$ cat src/hdl/ud_pkg.sv
// ud_pkg: shared types, constants and lead byte decode for the utf8 decoder
// no dependencies; imported by ud_decode, ud_fifo and utf8_decoder
`default_nettype none

package ud_pkg;

  // field widths
  localparam int unsigned CP_W    = 31;
  localparam int unsigned PEND_W  = 3;
  localparam int unsigned BYTE_W  = 8;

  // result queue depth and pointer width
  localparam int unsigned FIFO_DEPTH = 4;
  localparam int unsigned FIFO_AW    = $clog2(FIFO_DEPTH);

  // result status codes
  typedef enum logic [1:0] {
    ST_OK       = 2'd0,
    ST_BAD_CONT = 2'd1,
    ST_TRUNC    = 2'd2,
    ST_BAD_LEAD = 2'd3
  } ud_status_t;

  // one result word
  typedef struct packed {
    logic [CP_W-1:0] code_point;
    ud_status_t      status;
    logic            last;
  } ud_result_t;

  // up to two results pushed into the queue for one input byte
  typedef struct packed {
    logic [1:0] n;
    ud_result_t res0;
    ud_result_t res1;
  } ud_push_t;

  // full outcome of one decode step
  typedef struct packed {
    ud_push_t          push;
    logic [CP_W-1:0]   acc_next;
    logic [PEND_W-1:0] pend_next;
  } ud_step_t;

  // what a byte does when taken as a lead byte
  typedef struct packed {
    logic              emit;
    logic [CP_W-1:0]   code_point;
    ud_status_t        status;
    logic              load;
    logic [CP_W-1:0]   acc;
    logic [PEND_W-1:0] pend;
  } ud_lead_t;

  function automatic ud_lead_t ud_lead(input logic [BYTE_W-1:0] b);
    ud_lead_t r;
    r = '0;
    r.status = ST_OK;
    // ascii passes through, leads load payload and count, rest is invalid
    priority if (b[7] == 1'b0) begin
      r.emit       = 1'b1;
      r.code_point = CP_W'(b);
    end else if (b[7:5] == 3'b110) begin
      r.load = 1'b1;
      r.acc  = CP_W'(b[4:0]);
      r.pend = PEND_W'(1);
    end else if (b[7:4] == 4'b1110) begin
      r.load = 1'b1;
      r.acc  = CP_W'(b[3:0]);
      r.pend = PEND_W'(2);
    end else if (b[7:3] == 5'b11110) begin
      r.load = 1'b1;
      r.acc  = CP_W'(b[2:0]);
      r.pend = PEND_W'(3);
    end else if (b[7:2] == 6'b111110) begin
      r.load = 1'b1;
      r.acc  = CP_W'(b[1:0]);
      r.pend = PEND_W'(4);
    end else if (b[7:1] == 7'b1111110) begin
      r.load = 1'b1;
      r.acc  = CP_W'(b[0]);
      r.pend = PEND_W'(5);
    end else begin
      r.emit   = 1'b1;
      r.status = ST_BAD_LEAD;
    end
    return r;
  endfunction

endpackage

`default_nettype wire

$ cat src/hdl/ud_decode.sv
// ud_decode: combinational decode of one byte against the sequence state
// depends on ud_pkg
`default_nettype none

module ud_decode (
  input  wire logic [ud_pkg::CP_W-1:0]   acc,
  input  wire logic [ud_pkg::PEND_W-1:0] pending,
  input  wire logic [ud_pkg::BYTE_W-1:0] data_byte,
  input  wire logic                      end_of_buffer,
  output ud_pkg::ud_step_t               step
);
  import ud_pkg::*;

  logic              cont;
  logic [CP_W-1:0]   acc_shift;
  logic [PEND_W-1:0] pend_dec;
  ud_lead_t          lead;
  logic              run_lead;
  logic              va, vb, vc;
  ud_result_t        ra, rb, rc;
  logic [CP_W-1:0]   acc_n;
  logic [PEND_W-1:0] pend_n;
  logic [1:0]        cnt;

  always_comb begin
    cont      = (data_byte[7:6] == 2'b10);
    acc_shift = {acc[CP_W-7:0], data_byte[5:0]};
    pend_dec  = pending - PEND_W'(1);
    lead      = ud_lead(data_byte);
    run_lead  = 1'b0;
    va = 1'b0;
    vb = 1'b0;
    ra = '0;
    rb = '0;
    rc = '0;
    acc_n  = acc;
    pend_n = pending;

    // continuation or bad continuation of an open sequence
    if (pending != '0) begin
      if (cont) begin
        pend_n = pend_dec;
        if (pend_dec == '0) begin
          va            = 1'b1;
          ra.code_point = acc_shift;
          ra.status     = ST_OK;
          acc_n         = '0;
        end else begin
          acc_n = acc_shift;
        end
      end else begin
        va        = 1'b1;
        ra.status = ST_BAD_CONT;
        run_lead  = 1'b1;
      end
    end else begin
      run_lead = 1'b1;
    end

    // byte taken as a lead
    if (run_lead) begin
      vb            = lead.emit;
      rb.code_point = lead.code_point;
      rb.status     = lead.status;
      if (lead.load) begin
        acc_n  = lead.acc;
        pend_n = lead.pend;
      end else begin
        acc_n  = '0;
        pend_n = '0;
      end
    end

    // sequence still open at end of buffer
    vc        = end_of_buffer && (pend_n != '0);
    rc.status = ST_TRUNC;
    if (vc) begin
      acc_n  = '0;
      pend_n = '0;
    end

    // pack results in order, mark the final one
    cnt = 2'(va) + 2'(vb) + 2'(vc);
    step           = '0;
    step.acc_next  = acc_n;
    step.pend_next = pend_n;
    step.push.n    = cnt;
    if (va) begin
      step.push.res0 = ra;
      step.push.res1 = vb ? rb : rc;
    end else if (vb) begin
      step.push.res0 = rb;
      step.push.res1 = rc;
    end else begin
      step.push.res0 = rc;
      step.push.res1 = rc;
    end
    step.push.res0.last = (cnt == 2'd1);
    step.push.res1.last = (cnt == 2'd2);
  end

endmodule

`default_nettype wire

$ cat src/hdl/ud_fifo.sv
// ud_fifo: small result queue, takes up to two words per cycle, gives one
// depends on ud_pkg
`default_nettype none

module ud_fifo (
  input  wire logic         clk,
  input  wire logic         rst,
  input  wire logic         push_en,
  input  wire ud_pkg::ud_push_t push,
  output logic              space_ok,
  output logic              head_valid,
  output ud_pkg::ud_result_t head,
  input  wire logic         pop
);
  import ud_pkg::*;

  ud_result_t         mem [FIFO_DEPTH];
  logic [FIFO_AW-1:0] wr_ptr;
  logic [FIFO_AW-1:0] rd_ptr;
  logic [FIFO_AW:0]   count;
  logic [FIFO_AW:0]   count_next;
  logic [1:0]         push_n;
  logic               do_pop;

  assign push_n     = push_en ? push.n : 2'd0;
  assign do_pop     = pop && head_valid;
  assign head_valid = (count != '0);
  assign head       = mem[rd_ptr];
  assign space_ok   = (count <= (FIFO_AW+1)'(FIFO_DEPTH - 2));
  assign count_next = count + (FIFO_AW+1)'(push_n) - (FIFO_AW+1)'(do_pop);

  // pointers and fill count
  always_ff @(posedge clk) begin
    if (rst) begin
      wr_ptr <= '0;
      rd_ptr <= '0;
      count  <= '0;
    end else begin
      wr_ptr <= wr_ptr + FIFO_AW'(push_n);
      rd_ptr <= rd_ptr + FIFO_AW'(do_pop);
      count  <= count_next;
    end
  end

  // storage
  always_ff @(posedge clk) begin
    if (push_n != 2'd0) begin
      mem[wr_ptr] <= push.res0;
    end
    if (push_n == 2'd2) begin
      mem[wr_ptr + FIFO_AW'(1)] <= push.res1;
    end
  end

`ifndef SYNTH
  a_count_bound: assert property (@(posedge clk) disable iff (rst)
    count <= (FIFO_AW+1)'(FIFO_DEPTH))
    else $error("result queue overfilled");
  a_push_fits: assert property (@(posedge clk) disable iff (rst)
    push_en |-> space_ok)
    else $error("push without room for two words");
`endif

endmodule

`default_nettype wire

$ cat src/hdl/utf8_decoder.sv
// utf8_decoder: byte stream in, code point words out
// input register, then result queue; the queue head drives the output
// throughput: one byte per cycle while the queue has room for two words;
//   the output drains one word per cycle while m_axis_tready is high
// rst (synchronous, active high) clears the open sequence and empties the queue
`default_nettype none

module utf8_decoder (
  input  wire logic        clk,
  input  wire logic        rst,
  input  wire logic        s_axis_tvalid,
  output logic             s_axis_tready,
  input  wire logic [7:0]  s_axis_tdata,   // [7:0] data_byte
  input  wire logic        s_axis_tlast,   // end_of_buffer
  output logic             m_axis_tvalid,
  input  wire logic        m_axis_tready,
  output logic [31:0]      m_axis_tdata,   // [30:0] code_point, [31] zero
  output logic [1:0]       m_axis_tuser,   // [1:0] status
  output logic             m_axis_tlast    // last_of_run
);
  import ud_pkg::*;

  logic              in_valid;
  logic [BYTE_W-1:0] in_byte;
  logic              in_eob;
  logic [CP_W-1:0]   acc;
  logic [PEND_W-1:0] pending;
  logic              fire;
  logic              space_ok;
  ud_step_t          step;
  ud_result_t        head;

  assign fire          = in_valid && space_ok;
  assign s_axis_tready = !in_valid || fire;

  // input register
  always_ff @(posedge clk) begin
    if (rst) begin
      in_valid <= 1'b0;
    end else if (s_axis_tvalid && s_axis_tready) begin
      in_valid <= 1'b1;
    end else if (fire) begin
      in_valid <= 1'b0;
    end
  end

  always_ff @(posedge clk) begin
    if (s_axis_tvalid && s_axis_tready) begin
      in_byte <= s_axis_tdata;
      in_eob  <= s_axis_tlast;
    end
  end

  // sequence state
  always_ff @(posedge clk) begin
    if (rst) begin
      acc     <= '0;
      pending <= '0;
    end else if (fire) begin
      acc     <= step.acc_next;
      pending <= step.pend_next;
    end
  end

  ud_decode u_decode (
    .acc           (acc),
    .pending       (pending),
    .data_byte     (in_byte),
    .end_of_buffer (in_eob),
    .step          (step)
  );

  ud_fifo u_fifo (
    .clk        (clk),
    .rst        (rst),
    .push_en    (fire),
    .push       (step.push),
    .space_ok   (space_ok),
    .head_valid (m_axis_tvalid),
    .head       (head),
    .pop        (m_axis_tready)
  );

  // output word
  assign m_axis_tdata = {1'b0, head.code_point};
  assign m_axis_tuser = head.status;
  assign m_axis_tlast = head.last;

`ifndef SYNTH
  a_pending_range: assert property (@(posedge clk) disable iff (rst)
    pending <= PEND_W'(5))
    else $error("pending count out of range");
  a_eob_closes: assert property (@(posedge clk) disable iff (rst)
    (fire && in_eob) |=> (pending == '0))
    else $error("sequence left open after end of buffer");
`endif

endmodule

`default_nettype wire

$ cat config.mk
export PLATFORM = sky130hd
export DESIGN_NAME = utf8_decoder
export DESIGN_NICKNAME = d
export VERILOG_FILES = /design/src/hdl/ud_pkg.sv /design/src/hdl/ud_decode.sv /design/src/hdl/ud_fifo.sv /design/src/hdl/utf8_decoder.sv
export SDC_FILE = /design/constraint.sdc
export NUM_CORES = 1
export LEC_CHECK = 0
export ABC_AREA = 0
export BUFFER_PORTS_ARGS = -buffer_cell sky130_fd_sc_hd__buf_4
export CORE_UTILIZATION = 60
export DETAILED_ROUTE_END_ITERATION = 16
export PLACE_DENSITY = 0.89
export SETUP_SLACK_MARGIN = 0.15
export SYNTH_ARGS = -nofsm -noshare
export SYNTH_HDL_FRONTEND = slang
export SYNTH_HIERARCHICAL = 1
export SYNTH_SLANG_ARGS = --single-unit
$ cat constraint.sdc
create_clock -name clk -period 12.5 [get_ports clk]
set_input_delay 1.875 -clock clk [delete_from_list [all_inputs] [get_ports clk]]
set_output_delay 1.875 -clock clk [all_outputs]
set_load 0.02 [all_outputs]
==> run metrics, run 1 <==
Antenna Cells 0; area delta synth->final 7.65%; share of cells above drive strength 1 41.4%; WP data arrival around 4.8 ns; Initial Utilization between 60 and 70%; CTS Root Buffer Type clkbuf_16; quantity of gates resized following cts 0; Mapped Cells 704; die area between 15000 and 20000 um2; Leakage 3.83 nW; status complete, no violations; CP Launch Type register; Final nets around 750; GRT Overall Usage between 20% and 30%; Antenna Violating Nets Remaining 0; worst min path class reg2reg; port bufs 48; clock slew at reported path FFs ~0.070 ns; DR WL/cell 20.3 um; synth warn 6; vias per cell just under 6; vias 5704; CP Capture Type register; first-pass GRT wire length 31700 um; number of setup buffers added after CTS 0; htree depth 4; Core Rows 46; r2r setup slk about 7.9 ns; RSZ-0062 raised after global routing no; max-cap violations 0; Initial DRC Count 411; worst vdd ir just over 0.1 mV; post-layout minimum cycle time roughly 4.6 ns; initial antenna violation count 0; fmax roughly 220 MHz; final setup skew about 0.011 ns; Tightest Pin Transition ~1.1 ns; fin crit share roughly 37%; # DRC 0; CTS tree built; largest net degree at the start of global routing 59; final hold slack 0.586 ns; vias in the first global route 5913; clk sinks about 180; final setup fails 0; Power Dens Cells between 150 and 200 nW/um2; Core Footprint around 16000 um2; CP Class reg2reg; Cell Area, Synth ~10000 um2; mean area per synthesized cell between 10 and 15 um2; Post-CTS Hold Fix Bufs 0; Pre-antenna DRT Iters 5; total gr overflow 0; total power 1.64 mW; worst skew pair latency ~0.43 ns; cts bufs inserted 17; CP Data Required Time 12.68 ns; CP max FO 24; dpl hpwl between 10000 and 15000 um; Routed Wire Length a little under 20000 um; Slew HR 25.7%; Routability Congestion 0.892; fin. max-slew vios 0; Die X ~130 um; clock buffer depth 2; endpoints failing hold 0; Die Span Y 131 um; Post-Route Setup TNS 0 ns; num ports 50
==> layout make-up <==
cell class              count  area [um2]
fillers                  1072        5290
flip-flops and latches    181        5080
multi-input cells         454        4380
clock buffers              19         454
repair buffers             58         435
well taps                 216         270
clock inverters            13        95.1
inverters                  15        56.3
==> critical path, cell delays in order (launching register included) <==
cell	delay, ns
dfxtp_1	0.39
inv_1	0.10
ha_1	0.27
nand2b_1	0.31
o211ai_2	0.14
and2_1	0.20
o211ai_2	0.30
inv_1	0.11
fa_1	0.57
inv_1	0.20
nor4b_4	0.84
buf_4	0.50
mux2_2	0.39
==> final timing paths <==
path              startpoint               end  cells past startpoint
hold reg to reg      acc[21]           acc[21]                      2
setup / recovery  pending[0]  u_fifo/mem[2][3]                     12
hold / removal       acc[21]           acc[21]                      2
setup reg to reg  pending[0]  u_fifo/mem[2][3]                     12
==> metrics by stage <==
step                worst slack, ns  instances  cell area (um2)  utilization, %
floorplan                      8.08        727            10100               -
global placement               8.14        924            10200            63.7
CTS                            8.02        956            10800            67.1
global route                   7.62        956            10800            67.1
detailed placement             8.04        924            10200            63.7
finish                         7.90        956            10800            67.1
==> report_power, final <==
part	leakage [nW]	internal, mW	switching, mW	total [mW]
registers	1.55	0.690	0.0439	0.734
logic	2.00	0.187	0.221	0.408
clock network	0.274	0.268	0.230	0.498
==> registers in the layout, indices dropped and copies added (netlist names) <==
register       count
u_fifo/mem       136
acc               25
in_byte            8
pending            3
u_fifo/count       3
u_fifo/rd_ptr      2
u_fifo/wr_ptr      2
in_eob             1
in_valid           1
==> cell usage in the layout (no fill, tap or decap), drive strengths merged, types with 3 or more instances in the layout <==
master / instances
a21bo: 28
nor2: 26
nand2: 11
nor2b: 10
nand3: 31
edfxtp: 145
buf: 58
dfxtp: 36
xnor2: 5
nor3b: 3
nor3: 8
nand2b: 4
ha: 6
clkbuf: 19
inv: 20
a21oi: 41
mux4: 34
o211ai: 3
and2: 49
and3: 5
mux2: 137
o21ai: 5
conb: 25
clkinv: 7
==> layer usage <==
| metal | up-vias | global-route usage [%] | share of wire [%] | wire length, um |
|---|---|---|---|---|
| met5 | - | 0 | 0 | 0 |
| met4 | 0 | 8.24 | 1.5 | 284 |
| met3 | 25 | 4.44 | 4.7 | 909 |
| met2 | 174 | 40.2 | 50 | 9760 |
| met1 | 2862 | 31.1 | 44 | 8460 |
| li1 | 2643 | - | - | - |
(Power assumes the default switching activity.)
==> run 2: changes to the inputs <==
Clock period 12.5 ns to 4.5 ns, I/O delays scaled along.
==> run metrics, run 2 (synthesis gave the netlist of run 1 again) <==
worst vdd ir 0.289 mV (was 0.101 mV); max reg flops 136 (unchanged); num ports 50 (unchanged); endpoints failing hold 0 (unchanged); fmax 242 MHz (was 217 MHz); DR WL/cell 20.7 um (was 20.3 um); beginning of the worst hold path s_axis_tdata[6] (was acc[21]); Slew HR 46.1% (was 25.7%); first-pass GRT wire length 31800 um (was 31700 um); Die Span Y 131 um (unchanged); # DRC 0 (unchanged); RSZ-0062 raised after global routing no (unchanged); CP Data Required Time 4.69 ns (was 12.68 ns); worst skew pair latency 0.44 ns (was 0.43 ns); Reg2Reg Launch Point pending[0] (unchanged); vias in the first global route 5973 (was 5913); most common cell after layout, fill and taps aside edfxtp_1 (unchanged); WP data arrival 4.32 ns (was 4.78 ns); cts bufs inserted 17 (unchanged); share of cells above drive strength 1 42.2% (was 41.4%); CTS tree built (unchanged); final setup skew 0.00939 ns (was 0.0111 ns); clk sinks 181 (unchanged); fin crit share 91.9% (was 36.8%); Final Instance Count excl. Fillers 968 (was 956); final setup fails 0 (unchanged); vias per cell 5.95 (was 5.97); CTS Root Buffer Type clkbuf_16 (unchanged); Core Rows 46 (unchanged); largest net degree at the start of global routing 59 (unchanged); Initial DRC Count 430 (was 411); die area 17200 um2 (unchanged); clock slew at reported path FFs 0.07 ns (about the same); Filler cells 1066 (was 1072); biggest regs u_fifo/mem: 136 flops, acc: 25 flops, in_byte: 8 flops (unchanged); CP Launch Type register (unchanged); Leakage 3.92 nW (was 3.83 nW); total power 4.73 mW (was 1.64 mW); Worst Reg-to-Reg Cells 12 (unchanged); Die X 131 um (unchanged); Power Dens Cells 433 nW/um2 (was 152 nW/um2); CP Class reg2reg (unchanged); Pre-antenna DRT Iters 5 (unchanged); Core Footprint 16100 um2 (unchanged); GRT Overall Usage 24.5% (was 23.9%); clock buffer depth 2 (unchanged); fin util 68.1% (was 67.1%); Critical path origin pending[0] (unchanged); post-layout minimum cycle time 4.14 ns (was 4.60 ns); Tightest Pin Transition 0.808 ns (was 1.11 ns); dpl hpwl 12200 um (was 12000 um); worst min path class in2reg (was reg2reg); fin. max-slew vios 0 (unchanged); area delta synth->final 9.27% (was 7.65%); CP max FO 27 (was 24); Final nets 760 (was 748); Initial Utilization 62.3% (unchanged); htree depth 4 (unchanged); Routed Wire Length 20000 um (was 19400 um); max-cap violations 0 (unchanged); crit path to u_fifo/mem[2][19] (was u_fifo/mem[2][3]); Antenna Violating Nets Remaining 0 (unchanged); r2r setup slk 0.36 ns (was 7.90 ns); largest reg by FF count u_fifo/mem (unchanged); Post-CTS Hold Fix Bufs 0 (unchanged); initial antenna violation count 0 (unchanged); vias 5759 (was 5704); total gr overflow 0 (unchanged); port bufs 48 (unchanged); most frequent cells in the layout edfxtp_1 (145), mux2_2 (101), buf_4 (69), and2_1 (48) (was edfxtp_1 (145), mux2_2 (101), buf_4 (58), and2_1 (48)); Crit Reg-Reg Endpoint u_fifo/mem[2][19] (was u_fifo/mem[2][3]); status complete, no violations (unchanged); Antenna Cells 0 (unchanged); Routability Congestion 0.872 (was 0.892); Post-Place Cells 933 (was 924); CP Capture Type register (unchanged); Post-Route Setup TNS 0 ns (unchanged)
-- run 2: per-stage QoR --
stage / cell area (um2) / hold WS, ns / setup slack, ns
floorplan: 10100 / 0.536 / 0.0808
global placement: 10300 / 0.569 / 0.488
detailed placement: 10300 / 0.574 / 0.351
CTS: 10900 / 0.400 / 0.303
global route: 10900 / 0.391 / 0.168
finish: 10900 / 0.411 / 0.364
-- run 2: where the power goes --
| part | switching (mW) | leakage (nW) | internal (mW) |
|---|---|---|---|
| Combinational | 0.623 | 2.07 | 0.540 |
| Sequential | 0.113 | 1.55 | 1.92 |
| Clock | 0.656 | 0.296 | 0.883 |
| Total | 1.39 | 3.92 | 3.34 |
-- run 2: layout make-up --
type	instances	area (um2)	share of cell area (%)
Clock buffer	19	433	3.96
Clock inverter	13	171	1.57
Inverter	15	60.1	0.549
Multi-Input combinational cell	454	4380	40.1
Sequential cell	181	5080	46.4
Tap cell	216	270	2.47
Timing Repair Buffer	70	538	4.92
-- run 2: worst min-delay path by stage --
| stage | to | slack (ns) | cells after the start |
|---|---|---|---|
| after floorplan | u_fifo/count[2] | 0.54 | 2 |
| after global placement | acc[19] | 0.57 | 2 |
| after detailed placement | acc[24] | 0.57 | 2 |
| after CTS | in_byte[7] | 0.40 | 1 |
| after global routing | in_byte[6] | 0.39 | 1 |
| final | in_byte[6] | 0.41 | 1 |
-- run 2: what timing repair did --
| action | 4_1_cts | 5_1_grt |
|---|---|---|
| hold endpoints to repair | 0 | 0 |
| endpoints found under the setup margin | 0 | 1 |
| setup buffers | 0 | 3 |
| gates resized for setup | 0 | 2 |
-- run 2: routing by layer --
layer | wire length, um | share of wire (%) | track usage [%] | up-vias
met1 | 8300 | 41 | 29.9 | 2895
met3 | 942 | 4.7 | 5.09 | 32
li1 | - | - | - | 2654
met2 | 10400 | 52 | 42.5 | 178
met4 | 381 | 1.9 | 9.22 | 0
met5 | 0 | 0 | 0 | -
-- run 2: critical path, cell delays in order, from the launching register on --
cell and delay, ns:
dfxtp_1 0.34, inv_1 0.10, ha_1 0.27, nor2b_1 0.43
o31ai_1 0.17, o211ai_2 0.30, inv_1 0.11, fa_1 0.62
clkinvlp_4 0.17, buf_4 0.19, nor4b_4 0.29, buf_4 0.44
mux2_2 0.42
